File: config.mk
export PLATFORM = sky130hd
export DESIGN_NAME = otwdm_rnd
export DESIGN_NICKNAME = d
export VERILOG_FILES = /design/src/design/otwdm_pkg.sv /design/src/design/otwdm_rnd.sv
export SDC_FILE = /design/constraint.sdc
export NUM_CORES = 1
export LEC_CHECK = 0
export ABC_AREA = 1
export CAP_MARGIN = 20
export CORE_MARGIN = 2
export CORE_UTILIZATION = 65
export DETAILED_ROUTE_END_ITERATION = 12
export DONT_BUFFER_PORTS = 1
export PLACE_DENSITY = 0.81
export REMOVE_ABC_BUFFERS = 1
export SKIP_LAST_GASP = 1
export SLEW_MARGIN = 0
export SYNTH_ARGS = -nofsm -noshare
export SYNTH_HDL_FRONTEND = slang
export SYNTH_SLANG_ARGS = --single-unit
File: constraint.sdc
create_clock -name clock -period 10.3 [get_ports clock]
set_input_delay 2.06 -clock clock [delete_from_list [all_inputs] [get_ports clock]]
set_output_delay 2.06 -clock clock [all_outputs]
set_load 0.01 [all_outputs]
File: src/design/otwdm_pkg.sv
// Shared types, constants and lookup tables for the three-wheel omni drive mixer.
`timescale 1ns / 1ps
`default_nettype none
package otwdm_pkg;

   // Field widths
   localparam int SPEED_W    = 11;
   localparam int HEAD_W     = 10;
   localparam int POS_W      = 16;
   localparam int BOUND_W    = 16;
   localparam int WHEEL_W    = 12;
   localparam int CSR_IDX_W  = 3;
   localparam int CSR_DATA_W = 16;

   // Internal widths
   localparam int SIN_W    = 17;   // Q1.15 sine with room for +1.0
   localparam int ROT_W    = 28;   // rotated speed, 15 fraction bits
   localparam int DIFF_W   = 17;   // bound minus position
   localparam int LIM_W    = 35;   // bound distance scaled into speed units
   localparam int NUM_W    = 46;   // wheel numerator
   localparam int GAIN_W   = 15;   // soft-start gain, Q0.15
   localparam int PROD_W   = 61;   // numerator times gain
   localparam int DIV_SHIFT = 46;  // wheel = product / (3 * 2^46)
   localparam int QUOT_W   = PROD_W - DIV_SHIFT;
   localparam int W_W      = 13;   // quotient by 2^46 below saturation
   localparam int RECIP_W  = 16;
   localparam int RECIP3_SHIFT = 17;
   localparam int DQ_W     = W_W + RECIP_W;
   localparam int STEP_W   = 6;
   localparam int WHEELS   = 3;
   localparam int HP_W     = 12;

   localparam int ROT_CNT_W = $clog2(SPEED_W);
   localparam int MUL_CNT_W = $clog2(GAIN_W);

   localparam logic [STEP_W-1:0] RAMP_STEPS = STEP_W'(50);

   localparam int Q15_SHIFT = 15;
   localparam int NUM_SHIFT = 16;
   localparam logic signed [SIN_W-1:0]  Q15_ONE        = 17'sd32768;
   localparam logic signed [ROT_W-1:0]  SPEED_HALF     = 28'sd16384;
   localparam logic signed [ROT_W-1:0]  SPEED_HALF_NEG = -28'sd16384;
   localparam logic signed [SPEED_W-1:0] TURN_DEAD     = 11'sd5;
   localparam logic signed [SPEED_W-1:0] TURN_DEAD_NEG = -11'sd5;
   // 3 * round(2^16 * sqrt(3)/3)
   localparam logic signed [NUM_W-1:0]  YK_SCALE       = 46'sd113511;
   localparam logic [PROD_W-1:0]        HALF_DIV       = PROD_W'(3) << (DIV_SHIFT - 1);
   localparam logic [QUOT_W-1:0]        SAT_QUOT       = QUOT_W'(6144);
   localparam logic [RECIP_W-1:0]       RECIP3         = 16'd43691;
   localparam logic signed [WHEEL_W-1:0] WHEEL_MAX     = 12'sd2047;
   localparam logic signed [WHEEL_W-1:0] WHEEL_MIN     = -12'sd2048;

   localparam logic signed [HP_W-1:0] HEAD_BIAS = 12'sd720;
   localparam logic signed [HP_W-1:0] DEG_1080  = 12'sd1080;
   localparam logic signed [HP_W-1:0] DEG_720   = 12'sd720;
   localparam logic signed [HP_W-1:0] DEG_360   = 12'sd360;

   // Reset values of the bounds
   localparam logic signed [BOUND_W-1:0] X_LO_RESET = -16'sd444;
   localparam logic signed [BOUND_W-1:0] X_HI_RESET = 16'sd14830;
   localparam logic signed [BOUND_W-1:0] Y_LO_RESET = -16'sd503;
   localparam logic signed [BOUND_W-1:0] Y_HI_RESET = 16'sd10038;

   typedef enum logic [CSR_IDX_W-1:0] {
      CSR_FIELD_ORIENTED = 3'd0,
      CSR_X_LOWER        = 3'd1,
      CSR_X_UPPER        = 3'd2,
      CSR_Y_LOWER        = 3'd3,
      CSR_Y_UPPER        = 3'd4
   } csr_index_type;

   typedef enum logic [3:0] {
      S_IDLE,
      S_PREP,
      S_ROT,
      S_JUDGE,
      S_NUM,
      S_MUL,
      S_RND,
      S_DIV,
      S_DONE
   } state_type;

   // round(2^15 * sin(i deg)), i = 0..90
   function automatic logic [15:0] sin_quarter(input logic [6:0] i);
      logic [15:0] v;
      case (i)
         7'd0: v = 16'd0;         7'd1: v = 16'd572;       7'd2: v = 16'd1144;
         7'd3: v = 16'd1715;      7'd4: v = 16'd2286;      7'd5: v = 16'd2856;
         7'd6: v = 16'd3425;      7'd7: v = 16'd3993;      7'd8: v = 16'd4560;
         7'd9: v = 16'd5126;      7'd10: v = 16'd5690;     7'd11: v = 16'd6252;
         7'd12: v = 16'd6813;     7'd13: v = 16'd7371;     7'd14: v = 16'd7927;
         7'd15: v = 16'd8481;     7'd16: v = 16'd9032;     7'd17: v = 16'd9580;
         7'd18: v = 16'd10126;    7'd19: v = 16'd10668;    7'd20: v = 16'd11207;
         7'd21: v = 16'd11743;    7'd22: v = 16'd12275;    7'd23: v = 16'd12803;
         7'd24: v = 16'd13328;    7'd25: v = 16'd13848;    7'd26: v = 16'd14365;
         7'd27: v = 16'd14876;    7'd28: v = 16'd15384;    7'd29: v = 16'd15886;
         7'd30: v = 16'd16384;    7'd31: v = 16'd16877;    7'd32: v = 16'd17364;
         7'd33: v = 16'd17847;    7'd34: v = 16'd18324;    7'd35: v = 16'd18795;
         7'd36: v = 16'd19261;    7'd37: v = 16'd19720;    7'd38: v = 16'd20174;
         7'd39: v = 16'd20622;    7'd40: v = 16'd21063;    7'd41: v = 16'd21498;
         7'd42: v = 16'd21926;    7'd43: v = 16'd22348;    7'd44: v = 16'd22763;
         7'd45: v = 16'd23170;    7'd46: v = 16'd23571;    7'd47: v = 16'd23965;
         7'd48: v = 16'd24351;    7'd49: v = 16'd24730;    7'd50: v = 16'd25102;
         7'd51: v = 16'd25466;    7'd52: v = 16'd25822;    7'd53: v = 16'd26170;
         7'd54: v = 16'd26510;    7'd55: v = 16'd26842;    7'd56: v = 16'd27166;
         7'd57: v = 16'd27482;    7'd58: v = 16'd27789;    7'd59: v = 16'd28088;
         7'd60: v = 16'd28378;    7'd61: v = 16'd28660;    7'd62: v = 16'd28932;
         7'd63: v = 16'd29197;    7'd64: v = 16'd29452;    7'd65: v = 16'd29698;
         7'd66: v = 16'd29935;    7'd67: v = 16'd30163;    7'd68: v = 16'd30382;
         7'd69: v = 16'd30592;    7'd70: v = 16'd30792;    7'd71: v = 16'd30983;
         7'd72: v = 16'd31164;    7'd73: v = 16'd31336;    7'd74: v = 16'd31499;
         7'd75: v = 16'd31651;    7'd76: v = 16'd31795;    7'd77: v = 16'd31928;
         7'd78: v = 16'd32052;    7'd79: v = 16'd32166;    7'd80: v = 16'd32270;
         7'd81: v = 16'd32365;    7'd82: v = 16'd32449;    7'd83: v = 16'd32524;
         7'd84: v = 16'd32588;    7'd85: v = 16'd32643;    7'd86: v = 16'd32688;
         7'd87: v = 16'd32723;    7'd88: v = 16'd32748;    7'd89: v = 16'd32763;
         7'd90: v = 16'd32768;
         default: v = 16'd0;
      endcase
      return v;
   endfunction

   // Sine of a whole-degree angle in 0..359, Q1.15
   function automatic logic signed [SIN_W-1:0] sin_deg(input logic [8:0] d);
      logic [6:0]  idx;
      logic        neg;
      logic signed [SIN_W-1:0] mag;
      if (d <= 9'd90) begin
         idx = d[6:0];
         neg = 1'b0;
      end else if (d <= 9'd180) begin
         idx = 7'(9'd180 - d);
         neg = 1'b0;
      end else if (d <= 9'd270) begin
         idx = 7'(d - 9'd180);
         neg = 1'b1;
      end else begin
         idx = 7'(9'd360 - d);
         neg = 1'b1;
      end
      mag = signed'({1'b0, sin_quarter(idx)});
      return neg ? -mag : mag;
   endfunction

   // Sigmoid soft-start gain, one entry per ramp step (table spans 0..RAMP_STEPS)
   function automatic logic [GAIN_W-1:0] ramp_gain(input logic [STEP_W-1:0] step);
      logic [GAIN_W-1:0] g;
      case (step)
         6'd0: g = 15'd2486;    6'd1: g = 15'd2725;    6'd2: g = 15'd2986;
         6'd3: g = 15'd3269;    6'd4: g = 15'd3575;    6'd5: g = 15'd3906;
         6'd6: g = 15'd4263;    6'd7: g = 15'd4648;    6'd8: g = 15'd5062;
         6'd9: g = 15'd5504;    6'd10: g = 15'd5978;   6'd11: g = 15'd6482;
         6'd12: g = 15'd7018;   6'd13: g = 15'd7585;   6'd14: g = 15'd8183;
         6'd15: g = 15'd8813;   6'd16: g = 15'd9472;   6'd17: g = 15'd10159;
         6'd18: g = 15'd10873;  6'd19: g = 15'd11611;  6'd20: g = 15'd12371;
         6'd21: g = 15'd13150;  6'd22: g = 15'd13945;  6'd23: g = 15'd14751;
         6'd24: g = 15'd15565;  6'd25: g = 15'd16384;  6'd26: g = 15'd17203;
         6'd27: g = 15'd18017;  6'd28: g = 15'd18823;  6'd29: g = 15'd19618;
         6'd30: g = 15'd20397;  6'd31: g = 15'd21157;  6'd32: g = 15'd21895;
         6'd33: g = 15'd22609;  6'd34: g = 15'd23296;  6'd35: g = 15'd23955;
         6'd36: g = 15'd24585;  6'd37: g = 15'd25183;  6'd38: g = 15'd25750;
         6'd39: g = 15'd26286;  6'd40: g = 15'd26790;  6'd41: g = 15'd27264;
         6'd42: g = 15'd27706;  6'd43: g = 15'd28120;  6'd44: g = 15'd28505;
         6'd45: g = 15'd28862;  6'd46: g = 15'd29193;  6'd47: g = 15'd29499;
         6'd48: g = 15'd29782;  6'd49: g = 15'd30043;
         default: g = 15'd30282;
      endcase
      return g;
   endfunction

   // diff * 102400, with 102400 = 2^16 + 2^15 + 2^12
   function automatic logic signed [LIM_W-1:0] bound_limit(
      input logic signed [DIFF_W-1:0] diff);
      logic signed [LIM_W-1:0] ext;
      ext = LIM_W'(diff);
      return (ext <<< 16) + (ext <<< 15) + (ext <<< 12);
   endfunction

endpackage
`default_nettype wire

File: src/design/otwdm_rnd.sv
// Wheel scaler: round product / (3 * 2^46) half away from zero and saturate to 12 bits.
`timescale 1ns / 1ps
`default_nettype none
module otwdm_rnd (
   input  logic clock,
   input  logic take,
   input  logic signed [otwdm_pkg::PROD_W-1:0]  prod,
   output logic signed [otwdm_pkg::WHEEL_W-1:0] wheel
);

   logic [otwdm_pkg::PROD_W-1:0]  mag, biased;
   logic [otwdm_pkg::QUOT_W-1:0]  w_full;
   logic [otwdm_pkg::W_W-1:0]     w_ff;
   logic                          neg_ff, sat_ff;
   logic [otwdm_pkg::DQ_W-1:0]    qp;
   logic [otwdm_pkg::WHEEL_W-1:0] q;

   // first step: magnitude plus half divisor, then drop the power-of-two part
   always_comb begin
      mag    = prod[otwdm_pkg::PROD_W-1] ? otwdm_pkg::PROD_W'(-prod)
                                         : otwdm_pkg::PROD_W'(prod);
      biased = mag + otwdm_pkg::HALF_DIV;
      w_full = biased[otwdm_pkg::PROD_W-1:otwdm_pkg::DIV_SHIFT];
   end

   always_ff @(posedge clock) begin
      if (take) begin
         neg_ff <= prod[otwdm_pkg::PROD_W-1];
         sat_ff <= w_full >= otwdm_pkg::SAT_QUOT;
         w_ff   <= w_full[otwdm_pkg::W_W-1:0];
      end
   end

   // second step: divide by three through the reciprocal, exact below the limit
   always_comb begin
      qp = otwdm_pkg::DQ_W'(w_ff) * otwdm_pkg::DQ_W'(otwdm_pkg::RECIP3);
      q  = qp[otwdm_pkg::RECIP3_SHIFT +: otwdm_pkg::WHEEL_W];
      if (sat_ff) begin
         wheel = neg_ff ? otwdm_pkg::WHEEL_MIN : otwdm_pkg::WHEEL_MAX;
      end else begin
         wheel = neg_ff ? -signed'(q) : signed'(q);
      end
   end

endmodule
`default_nettype wire
Word-level counts from Yosys, hierarchy flattened --
Cells that the tools add are included.
Storage, ports and cells: bits in registers 15, bits in latches 0, memory bits (writable) 0, memory bits (read-only) 0, input port bits 63, output and inout port bits 12, logic and storage cells 12, memories 0
Cells by class: add/subtract/negate cells 3, $mul 1, divide/modulo/power cells 0, order comparisons 1, equality and inequality tests 0, shifts and indexed selects 0, multiplexer cells 4, bitwise operators 0, reduce and logical (&&, ||, !) cells 0
Operators with widths (number):
- adder 61 x 47 -> 61 bit (second input constant) | 1
- 2-to-1 mux 61 bit | 1
- negator 61 bit | 1
- 2-to-1 mux 12 bit | 3
- multiplier 13 x 16 -> 29 bit (second input constant) | 1
- >= comparator 15 x 13 -> 1 bit (second input constant) | 1
- negator 12 bit | 1

Depth between registers and ports, before layout --
depth after elaboration 4, depth in mapped cells 29, mapped depth without buffers 29

Least setup slack after synthesis --
Ideal clock, no wire load.
kind flip-flop to output port, from register w_ff[9] (netlist name), to output wheel[6] (netlist name), data arrival time 4661 ps, data required time 8240 ps, slack 3579 ps, stages on the path, launching flop included 27, path buffers 0, cell sequence edfxtp_1 > ha_1 > inv_1 > fa_1 > inv_1 > fa_1 > fa_1 > inv_1 > fa_1 > inv_1 > ha_1 > a21oi_1 > o21ai_0 > inv_1 > nand2_1 > inv_1 > nand2_1 > nand2_1 > nand2_1 > ha_1 > nand2_1 > nor2_2 > nand2_1 > nand2_1 > nand2_1 > o21ai_1 > nor2_1
Between the ends: cells in the longest elaborated chain, start to end 4
RTL lines:
- from (decl) | line otwdm_rnd.sv:13 | logic [otwdm_pkg::W_W-1:0] w_ff;
- from (signal assigned) | line otwdm_rnd.sv:30 | w_ff <= w_full[otwdm_pkg::W_W-1:0];
- multiplier 13 x 16 -> 29 bit (*) | line otwdm_rnd.sv:36 | qp = otwdm_pkg::DQ_W'(w_ff) * otwdm_pkg::DQ_W'(otwdm_pkg::RECIP3);
- negator 12 bit | line otwdm_rnd.sv:41 | wheel = neg_ff ? -signed'(q) : signed'(q);
- 2-to-1 mux 12 bit (*) | line otwdm_rnd.sv:41
- 2-to-1 mux 12 bit (*) | line otwdm_rnd.sv:38 | if (sat_ff) begin
- to (decl) | line otwdm_rnd.sv:8 | output logic signed [otwdm_pkg::WHEEL_W-1:0] wheel
Mark *: on every way between the ends. The rest lies on a longest branch, timed or not.

Final worst setup path --
from register w_ff[7] (netlist name), to output wheel[6] (netlist name)
Same word-level chain as after synthesis.

==> flow_summary.json <==
{
  "fin_cells": 1130,
  "ys_ff_latch": 15,
  "grt_max_degree": 32,
  "die_area_sq_um": 10300,
  "synth_ff_type": "edfxtp_1",
  "end_kind": "output port",
  "synth-seq-area-share": 0.0726,
  "clock-sinks": 15,
  "gp_congestion": 1.01,
  "post_cts_buffers": 0,
  "fin_area_sq_um": 6390,
  "nFillCells": 870,
  "grt_overflow": 0,
  "grt.total_usage": 0.300,
  "holdBufCountCts": 0,
  "vias": 5928,
  "clock.fmax_mhz": 135,
  "rows": 35,
  "drt-total-wl_mm": 14.6,
  "syn_area_sq_um": 6210,
  "routedWlPerCell_um": 12.9,
  "hold_viol": 0,
  "syn2layout_area_growth_pct": 2.92,
  "drt_iter0_drc": 190,
  "cts_resized": 0,
  "crit_fanout": 5,
  "rsz0062_at_grt": "no",
  "async_flop_share": 0,
  "placed_area_sq_um": 6340,
  "core_sq_um": 9240,
  "syn_inst": 1003,
  "start_util": 0.672,
  "drt-pass1-iter-count": 5,
  "synth_edf_count": 15,
  "drc_errors": 0,
  "required_ns": 8.24,
  "ctsLongestPathBuffers": 2,
  "min_to": "neg_ff",
  "cp-start-kind": "flip-flop",
  "holdPathStages": 0,
  "ant_nets": 0,
  "finalCriticalPeriod_ns": 7.43,
  "place_ws_ns": 3.18,
  "layout_setup_ws_ns": 2.87,
  "drive_gt1_frac": 0.0679,
  "final_common_cell": "nand2_1",
  "dieHeight_um": 102,
  "timing.final.crit_share": 0.721,
  "io_buffer_count": 0,
  "setup_viol": 0,
  "cts_buffers": 3,
  "maxCapViolations": 0,
  "max_slew_margin": 0.705,
  "cts_tree": "yes",
  "die_w_um": 102,
  "ios": 75,
  "via_per_inst": 5.25,
  "cp.arrival_ns": 5.37,
  "fin_setup_tns_ns": 0,
  "finalNetCount": 1192,
  "grt_pass1_vias": 5755,
  "crit_type": "reg -> out",
  "worst_pin_slew_ns": 0.442,
  "hp-class": "in -> reg",
  "hp-start": "prod[60]",
  "ys_types": 35,
  "final-max-slew-violation-count": 0,
  "clkSlewWorstSetupHoldPaths_ns": 0.06,
  "root_buffer": "clkbuf_8",
  "ys_warn_count": 0,
  "most-common-layout-cells": "299 x nand2_1, 183 x inv_1, 169 x nor2_1",
  "antenna_found_initial": 0,
  "cts-htree-levels": 1,
  "diodes": 0,
  "outcome": "finished clean",
  "dp_cells": 1126,
  "post-dp-hpwl_mm": 13.3,
  "grt_pass1_wl_mm": 24.6,
  "syn_avg_cell_area_sq_um": 6.19
}
==> stage by stage <==
stage | utilization | hold slack [ns]
2_1_floorplan | - | 2.16
3_5_place_dp | 0.686 | 2.16
3_3_place_gp | 0.686 | 2.16
6_report | 0.691 | 1.90
5_1_grt | 0.691 | 1.89
4_1_cts | 0.691 | 1.90
==> worst max-delay path by stage <==
stage	from	to	slack [ns]
final	w_ff[7]	wheel[6]	2.87
after global routing	w_ff[9]	wheel[10]	2.49
after CTS	w_ff[9]	wheel[6]	2.89
after detailed placement	w_ff[9]	wheel[6]	3.18
after global placement	w_ff[9]	wheel[10]	3.26
after floorplan	w_ff[9]	wheel[6]	3.56
==> sequential cells by signal (all words and copies together) (netlist names) <==
name    cells
w_ff       13
sat_ff      1
neg_ff      1
==> logic make-up after synthesis <==
logic type                 Yosys count  synth area share
and+or+nand+nor                    596             0.421
buffers and inverters              194             0.118
adders and majority gates          127             0.316
AOI/OAI and AO/OA                   58            0.0536
DFF                                 15            0.0726
xor gates and xnor gates            13            0.0183
==> Yosys cell counts (12+ instances only) <==
master / number / area share
a21oi_1: 28 / 0.023
edfxtp_1: 15 / 0.073
fa_1: 50 / 0.16
ha_1: 77 / 0.16
inv_1: 183 / 0.11
nand2_1: 299 / 0.18
nand2_2: 17 / 0.017
nand3_1: 38 / 0.031
nand4_1: 16 / 0.016
nor2_1: 169 / 0.10
nor2_2: 22 / 0.022
o21ai_0: 12 / 0.0097
==> critical path: stages (launching register included) <==
cell and delay, ns:
edfxtp_1 0.44, ha_1 0.34, inv_1 0.09, fa_1 0.49, inv_1 0.09, fa_1 0.49
fa_1 0.58, inv_1 0.06, fa_1 0.53, inv_1 0.04, ha_1 0.34, a21oi_1 0.22
o21ai_0 0.18, a21oi_1 0.19, nand2_1 0.08, nand2_1 0.07, nand2_2 0.07, ha_1 0.22
nand2_1 0.11, nor2_2 0.05, nand2_1 0.05, nand2_1 0.05, nand2_1 0.07, o21ai_1 0.05
nor2_1 0.19
==> area by class of cell <==
cell class | count | area [sq um] | area share
Tap cell | 129 | 161 | 0.0253
Clock inverter | 1 | 5.00 | 0.000783
Sequential cell | 15 | 450 | 0.0705
Inverter | 188 | 707 | 0.111
Clock buffer | 3 | 41.3 | 0.00646
Multi-Input combinational cell | 794 | 5020 | 0.786
==> per-layer routing <==
layer	track usage	part of all wire	vias up
met5	0	0	-
li1	-	-	3080
met4	0.153	0.049	0
met1	0.333	0.40	2621
met2	0.566	0.51	176
met3	0.0228	0.042	51
Power is left out: the tool's default activity adds up to more than one toggle a clock period on the data nets, which glitch-free logic cannot reach.
