**src/design/otwdm_pkg.sv**
```systemverilog
// Shared types, constants and lookup tables for the three-wheel omni drive mixer.
`timescale 1ns / 1ps
`default_nettype none
package otwdm_pkg;

   // Field widths
   localparam int SPEED_W    = 11;
   localparam int HEAD_W     = 10;
   localparam int POS_W      = 16;
   localparam int BOUND_W    = 16;
   localparam int WHEEL_W    = 12;
   localparam int CSR_IDX_W  = 3;
   localparam int CSR_DATA_W = 16;

   // Internal widths
   localparam int SIN_W    = 17;   // Q1.15 sine with room for +1.0
   localparam int ROT_W    = 28;   // rotated speed, 15 fraction bits
   localparam int DIFF_W   = 17;   // bound minus position
   localparam int LIM_W    = 35;   // bound distance scaled into speed units
   localparam int NUM_W    = 46;   // wheel numerator
   localparam int GAIN_W   = 15;   // soft-start gain, Q0.15
   localparam int PROD_W   = 61;   // numerator times gain
   localparam int DIV_SHIFT = 46;  // wheel = product / (3 * 2^46)
   localparam int QUOT_W   = PROD_W - DIV_SHIFT;
   localparam int W_W      = 13;   // quotient by 2^46 below saturation
   localparam int RECIP_W  = 16;
   localparam int RECIP3_SHIFT = 17;
   localparam int DQ_W     = W_W + RECIP_W;
   localparam int STEP_W   = 6;
   localparam int WHEELS   = 3;
   localparam int HP_W     = 12;

   localparam int ROT_CNT_W = $clog2(SPEED_W);
   localparam int MUL_CNT_W = $clog2(GAIN_W);

   localparam logic [STEP_W-1:0] RAMP_STEPS = STEP_W'(50);

   localparam int Q15_SHIFT = 15;
   localparam int NUM_SHIFT = 16;
   localparam logic signed [SIN_W-1:0]  Q15_ONE        = 17'sd32768;
   localparam logic signed [ROT_W-1:0]  SPEED_HALF     = 28'sd16384;
   localparam logic signed [ROT_W-1:0]  SPEED_HALF_NEG = -28'sd16384;
   localparam logic signed [SPEED_W-1:0] TURN_DEAD     = 11'sd5;
   localparam logic signed [SPEED_W-1:0] TURN_DEAD_NEG = -11'sd5;
   // 3 * round(2^16 * sqrt(3)/3)
   localparam logic signed [NUM_W-1:0]  YK_SCALE       = 46'sd113511;
   localparam logic [PROD_W-1:0]        HALF_DIV       = PROD_W'(3) << (DIV_SHIFT - 1);
   localparam logic [QUOT_W-1:0]        SAT_QUOT       = QUOT_W'(6144);
   localparam logic [RECIP_W-1:0]       RECIP3         = 16'd43691;
   localparam logic signed [WHEEL_W-1:0] WHEEL_MAX     = 12'sd2047;
   localparam logic signed [WHEEL_W-1:0] WHEEL_MIN     = -12'sd2048;

   localparam logic signed [HP_W-1:0] HEAD_BIAS = 12'sd720;
   localparam logic signed [HP_W-1:0] DEG_1080  = 12'sd1080;
   localparam logic signed [HP_W-1:0] DEG_720   = 12'sd720;
   localparam logic signed [HP_W-1:0] DEG_360   = 12'sd360;

   // Reset values of the bounds
   localparam logic signed [BOUND_W-1:0] X_LO_RESET = -16'sd444;
   localparam logic signed [BOUND_W-1:0] X_HI_RESET = 16'sd14830;
   localparam logic signed [BOUND_W-1:0] Y_LO_RESET = -16'sd503;
   localparam logic signed [BOUND_W-1:0] Y_HI_RESET = 16'sd10038;

   typedef enum logic [CSR_IDX_W-1:0] {
      CSR_FIELD_ORIENTED = 3'd0,
      CSR_X_LOWER        = 3'd1,
      CSR_X_UPPER        = 3'd2,
      CSR_Y_LOWER        = 3'd3,
      CSR_Y_UPPER        = 3'd4
   } csr_index_type;

   typedef enum logic [3:0] {
      S_IDLE,
      S_PREP,
      S_ROT,
      S_JUDGE,
      S_NUM,
      S_MUL,
      S_RND,
      S_DIV,
      S_DONE
   } state_type;

   // round(2^15 * sin(i deg)), i = 0..90
   function automatic logic [15:0] sin_quarter(input logic [6:0] i);
      logic [15:0] v;
      case (i)
         7'd0: v = 16'd0;         7'd1: v = 16'd572;       7'd2: v = 16'd1144;
         7'd3: v = 16'd1715;      7'd4: v = 16'd2286;      7'd5: v = 16'd2856;
         7'd6: v = 16'd3425;      7'd7: v = 16'd3993;      7'd8: v = 16'd4560;
         7'd9: v = 16'd5126;      7'd10: v = 16'd5690;     7'd11: v = 16'd6252;
         7'd12: v = 16'd6813;     7'd13: v = 16'd7371;     7'd14: v = 16'd7927;
         7'd15: v = 16'd8481;     7'd16: v = 16'd9032;     7'd17: v = 16'd9580;
         7'd18: v = 16'd10126;    7'd19: v = 16'd10668;    7'd20: v = 16'd11207;
         7'd21: v = 16'd11743;    7'd22: v = 16'd12275;    7'd23: v = 16'd12803;
         7'd24: v = 16'd13328;    7'd25: v = 16'd13848;    7'd26: v = 16'd14365;
         7'd27: v = 16'd14876;    7'd28: v = 16'd15384;    7'd29: v = 16'd15886;
         7'd30: v = 16'd16384;    7'd31: v = 16'd16877;    7'd32: v = 16'd17364;
         7'd33: v = 16'd17847;    7'd34: v = 16'd18324;    7'd35: v = 16'd18795;
         7'd36: v = 16'd19261;    7'd37: v = 16'd19720;    7'd38: v = 16'd20174;
         7'd39: v = 16'd20622;    7'd40: v = 16'd21063;    7'd41: v = 16'd21498;
         7'd42: v = 16'd21926;    7'd43: v = 16'd22348;    7'd44: v = 16'd22763;
         7'd45: v = 16'd23170;    7'd46: v = 16'd23571;    7'd47: v = 16'd23965;
         7'd48: v = 16'd24351;    7'd49: v = 16'd24730;    7'd50: v = 16'd25102;
         7'd51: v = 16'd25466;    7'd52: v = 16'd25822;    7'd53: v = 16'd26170;
         7'd54: v = 16'd26510;    7'd55: v = 16'd26842;    7'd56: v = 16'd27166;
         7'd57: v = 16'd27482;    7'd58: v = 16'd27789;    7'd59: v = 16'd28088;
         7'd60: v = 16'd28378;    7'd61: v = 16'd28660;    7'd62: v = 16'd28932;
         7'd63: v = 16'd29197;    7'd64: v = 16'd29452;    7'd65: v = 16'd29698;
         7'd66: v = 16'd29935;    7'd67: v = 16'd30163;    7'd68: v = 16'd30382;
         7'd69: v = 16'd30592;    7'd70: v = 16'd30792;    7'd71: v = 16'd30983;
         7'd72: v = 16'd31164;    7'd73: v = 16'd31336;    7'd74: v = 16'd31499;
         7'd75: v = 16'd31651;    7'd76: v = 16'd31795;    7'd77: v = 16'd31928;
         7'd78: v = 16'd32052;    7'd79: v = 16'd32166;    7'd80: v = 16'd32270;
         7'd81: v = 16'd32365;    7'd82: v = 16'd32449;    7'd83: v = 16'd32524;
         7'd84: v = 16'd32588;    7'd85: v = 16'd32643;    7'd86: v = 16'd32688;
         7'd87: v = 16'd32723;    7'd88: v = 16'd32748;    7'd89: v = 16'd32763;
         7'd90: v = 16'd32768;
         default: v = 16'd0;
      endcase
      return v;
   endfunction

   // Sine of a whole-degree angle in 0..359, Q1.15
   function automatic logic signed [SIN_W-1:0] sin_deg(input logic [8:0] d);
      logic [6:0]  idx;
      logic        neg;
      logic signed [SIN_W-1:0] mag;
      if (d <= 9'd90) begin
         idx = d[6:0];
         neg = 1'b0;
      end else if (d <= 9'd180) begin
         idx = 7'(9'd180 - d);
         neg = 1'b0;
      end else if (d <= 9'd270) begin
         idx = 7'(d - 9'd180);
         neg = 1'b1;
      end else begin
         idx = 7'(9'd360 - d);
         neg = 1'b1;
      end
      mag = signed'({1'b0, sin_quarter(idx)});
      return neg ? -mag : mag;
   endfunction

   // Sigmoid soft-start gain, one entry per ramp step (table spans 0..RAMP_STEPS)
   function automatic logic [GAIN_W-1:0] ramp_gain(input logic [STEP_W-1:0] step);
      logic [GAIN_W-1:0] g;
      case (step)
         6'd0: g = 15'd2486;    6'd1: g = 15'd2725;    6'd2: g = 15'd2986;
         6'd3: g = 15'd3269;    6'd4: g = 15'd3575;    6'd5: g = 15'd3906;
         6'd6: g = 15'd4263;    6'd7: g = 15'd4648;    6'd8: g = 15'd5062;
         6'd9: g = 15'd5504;    6'd10: g = 15'd5978;   6'd11: g = 15'd6482;
         6'd12: g = 15'd7018;   6'd13: g = 15'd7585;   6'd14: g = 15'd8183;
         6'd15: g = 15'd8813;   6'd16: g = 15'd9472;   6'd17: g = 15'd10159;
         6'd18: g = 15'd10873;  6'd19: g = 15'd11611;  6'd20: g = 15'd12371;
         6'd21: g = 15'd13150;  6'd22: g = 15'd13945;  6'd23: g = 15'd14751;
         6'd24: g = 15'd15565;  6'd25: g = 15'd16384;  6'd26: g = 15'd17203;
         6'd27: g = 15'd18017;  6'd28: g = 15'd18823;  6'd29: g = 15'd19618;
         6'd30: g = 15'd20397;  6'd31: g = 15'd21157;  6'd32: g = 15'd21895;
         6'd33: g = 15'd22609;  6'd34: g = 15'd23296;  6'd35: g = 15'd23955;
         6'd36: g = 15'd24585;  6'd37: g = 15'd25183;  6'd38: g = 15'd25750;
         6'd39: g = 15'd26286;  6'd40: g = 15'd26790;  6'd41: g = 15'd27264;
         6'd42: g = 15'd27706;  6'd43: g = 15'd28120;  6'd44: g = 15'd28505;
         6'd45: g = 15'd28862;  6'd46: g = 15'd29193;  6'd47: g = 15'd29499;
         6'd48: g = 15'd29782;  6'd49: g = 15'd30043;
         default: g = 15'd30282;
      endcase
      return g;
   endfunction

   // diff * 102400, with 102400 = 2^16 + 2^15 + 2^12
   function automatic logic signed [LIM_W-1:0] bound_limit(
      input logic signed [DIFF_W-1:0] diff);
      logic signed [LIM_W-1:0] ext;
      ext = LIM_W'(diff);
      return (ext <<< 16) + (ext <<< 15) + (ext <<< 12);
   endfunction

endpackage
`default_nettype wire

```
**src/design/otwdm_mul.sv**
```systemverilog
// Bit-serial gain multiplier: three wheel numerators times the ramp gain, one gain bit a cycle.
`timescale 1ns / 1ps
`default_nettype none
module otwdm_mul (
   input  logic clock,
   input  logic reset,
   input  logic start,
   input  logic [otwdm_pkg::GAIN_W-1:0]        gain,
   input  logic signed [otwdm_pkg::NUM_W-1:0]  num  [otwdm_pkg::WHEELS],
   output logic signed [otwdm_pkg::PROD_W-1:0] prod [otwdm_pkg::WHEELS],
   output logic done
);

   logic                                  run_ff, run_in;
   logic [otwdm_pkg::MUL_CNT_W-1:0]       cnt_ff, cnt_in;
   logic [otwdm_pkg::GAIN_W-1:0]          g_ff;
   logic signed [otwdm_pkg::PROD_W-1:0]   mult_ff [otwdm_pkg::WHEELS];
   logic signed [otwdm_pkg::PROD_W-1:0]   acc_ff  [otwdm_pkg::WHEELS];
   logic signed [otwdm_pkg::PROD_W-1:0]   acc_in  [otwdm_pkg::WHEELS];
   logic                                  last;

   assign last = cnt_ff == otwdm_pkg::MUL_CNT_W'(otwdm_pkg::GAIN_W - 1);
   assign done = run_ff && last;

   always_comb begin
      for (int l = 0; l < otwdm_pkg::WHEELS; l++) begin
         acc_in[l] = g_ff[0] ? acc_ff[l] + mult_ff[l] : acc_ff[l];
         prod[l]   = acc_ff[l];
      end
   end

   always_comb begin
      run_in = run_ff;
      cnt_in = cnt_ff;
      if (start) begin
         run_in = 1'b1;
         cnt_in = '0;
      end else if (run_ff) begin
         cnt_in = cnt_ff + 1'b1;
         if (last) run_in = 1'b0;
      end
   end

   always_ff @(posedge clock) begin
      if (reset) begin
         run_ff <= 1'b0;
         cnt_ff <= '0;
      end else begin
         run_ff <= run_in;
         cnt_ff <= cnt_in;
      end
   end

   always_ff @(posedge clock) begin
      if (start) begin
         g_ff <= gain;
         for (int l = 0; l < otwdm_pkg::WHEELS; l++) begin
            mult_ff[l] <= otwdm_pkg::PROD_W'(num[l]);
            acc_ff[l]  <= '0;
         end
      end else if (run_ff) begin
         g_ff <= g_ff >> 1;
         for (int l = 0; l < otwdm_pkg::WHEELS; l++) begin
            mult_ff[l] <= mult_ff[l] <<< 1;
            acc_ff[l]  <= acc_in[l];
         end
      end
   end

endmodule
`default_nettype wire

```
**config.mk**
```make
export PLATFORM = sky130hd
export DESIGN_NAME = otwdm_mul
export DESIGN_NICKNAME = d
export VERILOG_FILES = /design/src/design/otwdm_pkg.sv /design/src/design/otwdm_mul.sv
export SDC_FILE = /design/constraint.sdc
export NUM_CORES = 1
export LEC_CHECK = 0
export BUFFER_PORTS_ARGS = -buffer_cell sky130_fd_sc_hd__buf_2
export CELL_PAD_IN_SITES_DETAIL_PLACEMENT = 2
export CELL_PAD_IN_SITES_GLOBAL_PLACEMENT = 2
export CORE_ASPECT_RATIO = 1.4
export CORE_UTILIZATION = 40
export CTS_CLUSTER_SIZE = 16
export DETAILED_ROUTE_END_ITERATION = 7
export GPL_ROUTABILITY_DRIVEN = 0
export PLACE_DENSITY = 0.95
export SYNTH_ARGS = -nofsm -noshare
export SYNTH_HDL_FRONTEND = slang
export SYNTH_SLANG_ARGS = --single-unit
```
**constraint.sdc**
```tcl
create_clock -name clock -period 15.7 [get_ports clock]
set_input_delay 1.57 -clock clock [delete_from_list [all_inputs] [get_ports clock]]
set_output_delay 1.57 -clock clock [all_outputs]
set_load 0.01 [all_outputs]
```
Yosys cells after proc, flatten, opt, wreduce, memory -nomap -nowiden. Memories as Yosys holds them, arrays and structs flattened. Index checks and enable logic that the tools add are counted.

Memory bits (writable): 366. Memories: 2. Output and inout port bits: 184. Logic and storage cells: 38. Register bits after elaboration: 20.

Multiplexer cells: 19. Bitwise gates (word level): 6. Reductions and logical operators: 3. Add/sub/neg operators: 4. Equality and inequality tests: 1.

Memories: acc_ff (depth 3, width 61, read ports 3, clocked after Yosys merged registers in 0, wr ports 3, line otwdm_mul.sv:18) `logic signed [otwdm_pkg::PROD_W-1:0] acc_ff [otwdm_pkg::WHEELS];`; mult_ff (depth 3, width 61, read ports 3, clocked after Yosys merged registers in 0, wr ports 3, line otwdm_mul.sv:17) `logic signed [otwdm_pkg::PROD_W-1:0] mult_ff [otwdm_pkg::WHEELS];`.

Operators with widths (number): 2-to-1 mux 61 bit (9); adder 61 bit (3); 2-to-1 mux 15 bit (2); 2-to-1 mux 1 bit (8); bitwise OR 1 bit (6); adder 4 x 1 -> 4 bit (second input constant) (1); == test 4 bit (second input constant) (1); nonzero test 2 bit (1); OR reduction 2 bit (1); logical AND 1 bit (1).

Longest topological paths before layout.
Depth after elaboration: 4. Depth in mapped cells: 11.

Least setup slack after synthesis. OpenSTA, ideal clock, no wires.

Path type: input -> register. Start: in start. End: mem acc_ff[0][0] in the netlist's numbering (enable). Data required time: 15158 ps. Slack: 9411 ps. Arrival time: 5747 ps. Buffers on the path: 2. Library setup time: 542 ps. Stages on the path: 3. Path through: clkbuf_1 > clkbuf_1 > a21o_1.

RTL lines: from (decl) (line otwdm_mul.sv:7) `input logic start,`; to (decl) (line otwdm_mul.sv:18).

==> results.md <==
* Initial antenna violation count at 1
* CTS tree: yes
* First-pass GRT wire length at between 150,000 and 200,000 um
* TritonCTS Sinks at around 390
* IO buf count at around 340
* Detailed-route via count at around 23,000
* Area of the multi-input gates at approximately 13,000 um2
* Library cells used by synthesis at 84
* H-tree levels at 2
* RSZ-0062 raised after global routing: false
* Final setup viols at 0
* DRC viols at 0
* Top delay family on crit path: compound AO/OA/AOI/OAI gates
* Leak pwr at 0.01310 uW
* Slew Limit Headroom at 0.1908
* Area of the core at between 60,000 and 70,000 um2
* Area Overhead vs Synth at 14.23%
* Share of the synthesized area in the top cell type at 0.4447
* Fin area at about 30,000 um2
* R2R Path Start: acc_ff[0][61]
* DR WL/cell at about 27 um
* Die height at 302.1 um
* Critical Path RT at around 16 ns
* Gr usage total at 0.3085
* Commonest cells after routing, fill and taps aside: nand2_1 (562), edfxtp_1 (381), buf_2 (339), nor2_1 (218), a21oi_1 (217)
* Worst slew pin tran at between 1 and 1.5 ns
* Maximum clock frequency at 221.3 MHz
* FF-to-FF End: acc_ff[0][115]
* EDFF count, synth at around 380
* Ratio of cells with drive above 1 in the final layout at 0.1562
* Synthesized area at between 20,000 and 30,000 um2
* Final WS setup at approximately 11 ns
* Final wirelength at about 100,000 um
* Status: completed
* CTS buffer count at 45
* Reg2Reg Depth at 11
* Most used cell, CP: a211o_1
* Top post-synthesis cells by area: edfxtp_1 (44%), ha_1 (8.9%), nand2_1 (8.2%)
* Maxcap violations at 0
* Detailed Place HPWL at around 74,000 um
* Fin crit share at 0.2878
* Max clock buf depth at 3
* Fin util at 0.4635
* Vias in the first global route at approximately 26,000
* R2R Setup Slk at between 10 and 15 ns
* WHS at approximately 0.56 ns
* Max VDD drop at just under 0.09 mV
* Clock root buffer master: clkbuf_16
* Post-CTS Hold Fix Bufs at 0
* YS warnings at 0
* Number of synthesized register bits at around 390
* Critical path launch point type: flip-flop
* Post_cts resized at 0
* Antenna viol nets, final at 0
* Hold Fails Final Rpt at 0
* Asr flop ratio synth at 0
* Worst-path maximum fanout at 4
* Period minus WS final at 4.519 ns
* Hold Path Stages at 2
* Num rows at ~110
* Pwr per Cell Area at roughly 120 nW/um2
* Worst Hold End: mult_ff[0][74]
* Startpoint of the worst hold path: mult_ff[0][73]
* Pin count of the biggest net entering global routing at 182
* FF/Latch Area at 11,540 um2
* Cell taking the most area after synthesis: edfxtp_1
* Syn Area/Cell at approximately 9.4 um2
* Die width at roughly 220 um
* IO Pins at 340
* Cell chain of the critical path: ha_1, fa_1, a211o_1, a2111oi_1, nor2_1, a211oi_2, a211o_1, a31oi_1, o31ai_1, nand3_1, nor3b_1
* Synth Instances at between 2,000 and 3,000
* Nets@finish at between 3,000 and 4,000
* Commonest non-fill, non-tap cell in the layout: nand2_1
* Full die area at ~65,000 um2
* Setup TNS at 0 ns
* 1st-pass router iterations at 5
* Grt ovf at 0
* DRT iter0 DRCs at between 1,000 and 1,500
* Starting Density at 0.4057
* Top FF cell, synth: edfxtp_1
* Slew Limit Fails at 0
* Via/cell ratio at between 6 and 7
* Clk pin slew, worst setup/hold paths at ~0.06 ns
* Crit path buf inv count at 0
* Syn_nets at 3,092
* Pre-CTS WS at roughly 11 ns
* Worst Setup Path Type: flip-flop to flip-flop
* Filler cells at ~6,800
* Hold Crit Class: flip-flop to flip-flop
* Critical Path AT at about 4.8 ns
* Area of placed instances at roughly 28,000 um2
* Register area share after synthesis at 0.4486
* Crit. End Element: flip-flop
* CP max stage cell: a2111oi_1
* CP peak stage delay at between 0.6 and 0.7 ns
* Post-CTS Setup Bufs at 0
* Fin Clk Skew at 0.02657 ns
* Clk Latency, worst-skew pair at between 0.5 and 0.6 ns
==> registers in the layout, summed over array words and instances, names as in the netlist <==
| signal | cells |
|---|---|
| mult_ff | 183 |
| g_ff | 15 |
| cnt_ff | 4 |
| run_ff | 1 |
| acc_ff | 183 |
==> cells in the mapped netlist, types with 7 or more instances <==
master	instances
a211o_1	13
a211oi_1	25
a21o_1	160
a21oi_1	217
a31oi_1	27
and2_1	22
and3_1	25
buf_2	9
clkbuf_1	129
edfxtp_1	381
ha_1	182
inv_1	49
mux2_2	14
mux2i_1	24
nand2_1	562
nand2b_1	9
nand3_1	42
nand4_1	61
nor2_1	219
nor2b_1	9
nor3_1	67
nor3b_1	8
o211ai_1	11
o21a_1	40
o21ai_0	102
o21ai_1	7
o21bai_1	47
o31ai_1	14
or2_2	27
or3_1	12
xnor2_1	72
xor2_1	47
==> worst min-delay path, cell delays in order (launching register included) <==
cell and delay [ns]:
edfxtp_1 0.35, nand2_1 0.06, nand2_1 0.05
==> where the power goes <==
group	switching (uW)	internal (uW)	total [uW]
clock	462	573	1030
sequential	89.3	1270	1360
combinational	756	408	1160
==> routing by layer <==
metal,part of all wire,wire (um),up-vias,GRT usage
li1,-,-,10540,-
met4,0.051,5307,0,0.1524
met1,0.37,38220,11850,0.3323
met2,0.53,55020,778,0.5872
met5,0,0,-,0
met3,0.045,4641,271,0.04062
==> worst max-delay path by stage <==
| stage | startpoint | endpoint | slack [ns] | depth (start not counted) |
|---|---|---|---|---|
| after floorplan | start | acc_ff[0][0] | 9.41 | 3 |
| after global placement | start | acc_ff[0][52] | 11.03 | 6 |
| after detailed placement | start | acc_ff[0][52] | 10.79 | 6 |
| after CTS | acc_ff[0][61] | acc_ff[0][115] | 11.20 | 11 |
| after global routing | acc_ff[0][61] | acc_ff[0][115] | 11.05 | 11 |
| final | acc_ff[0][61] | acc_ff[0][115] | 11.18 | 11 |
==> metrics by stage <==
step           instances  total power [uW]
2_1_floorplan       2751              2095
3_3_place_gp        3787              2385
3_5_place_dp        3787              2492
4_1_cts             3865              3558
5_1_grt             3866              3690
6_report            3867              3556
==> cells by family (layout without fill, tap and decap cells) <==
family / count (synthesis) / in the layout / share of synthesized area
and+or+nand+nor: 1094 / 1094 / 0.1871
AOI/OAI and AO/OA: 738 / 738 / 0.1892
DFF: 386 / 386 / 0.4486
buffers and inverters: 191 / 474 / 0.02830
adders and majority gates: 185 / 185 / 0.09084
xor gates and xnor gates: 119 / 119 / 0.04051
muxes: 38 / 38 / 0.01546
other: 0 / 1 / 0
==> cell type report <==
class                   count  area share
diodes                      1  0.00008514
well taps                 832     0.03542
flip-flops and latches    386      0.3927
inverters                  49    0.006258
multi-input cells        2174      0.4588
repair buffers            347     0.06105
clock buffers              55     0.03959
clock inverters            23    0.006130
No activity file was read; power rests on OpenSTA's default activity.
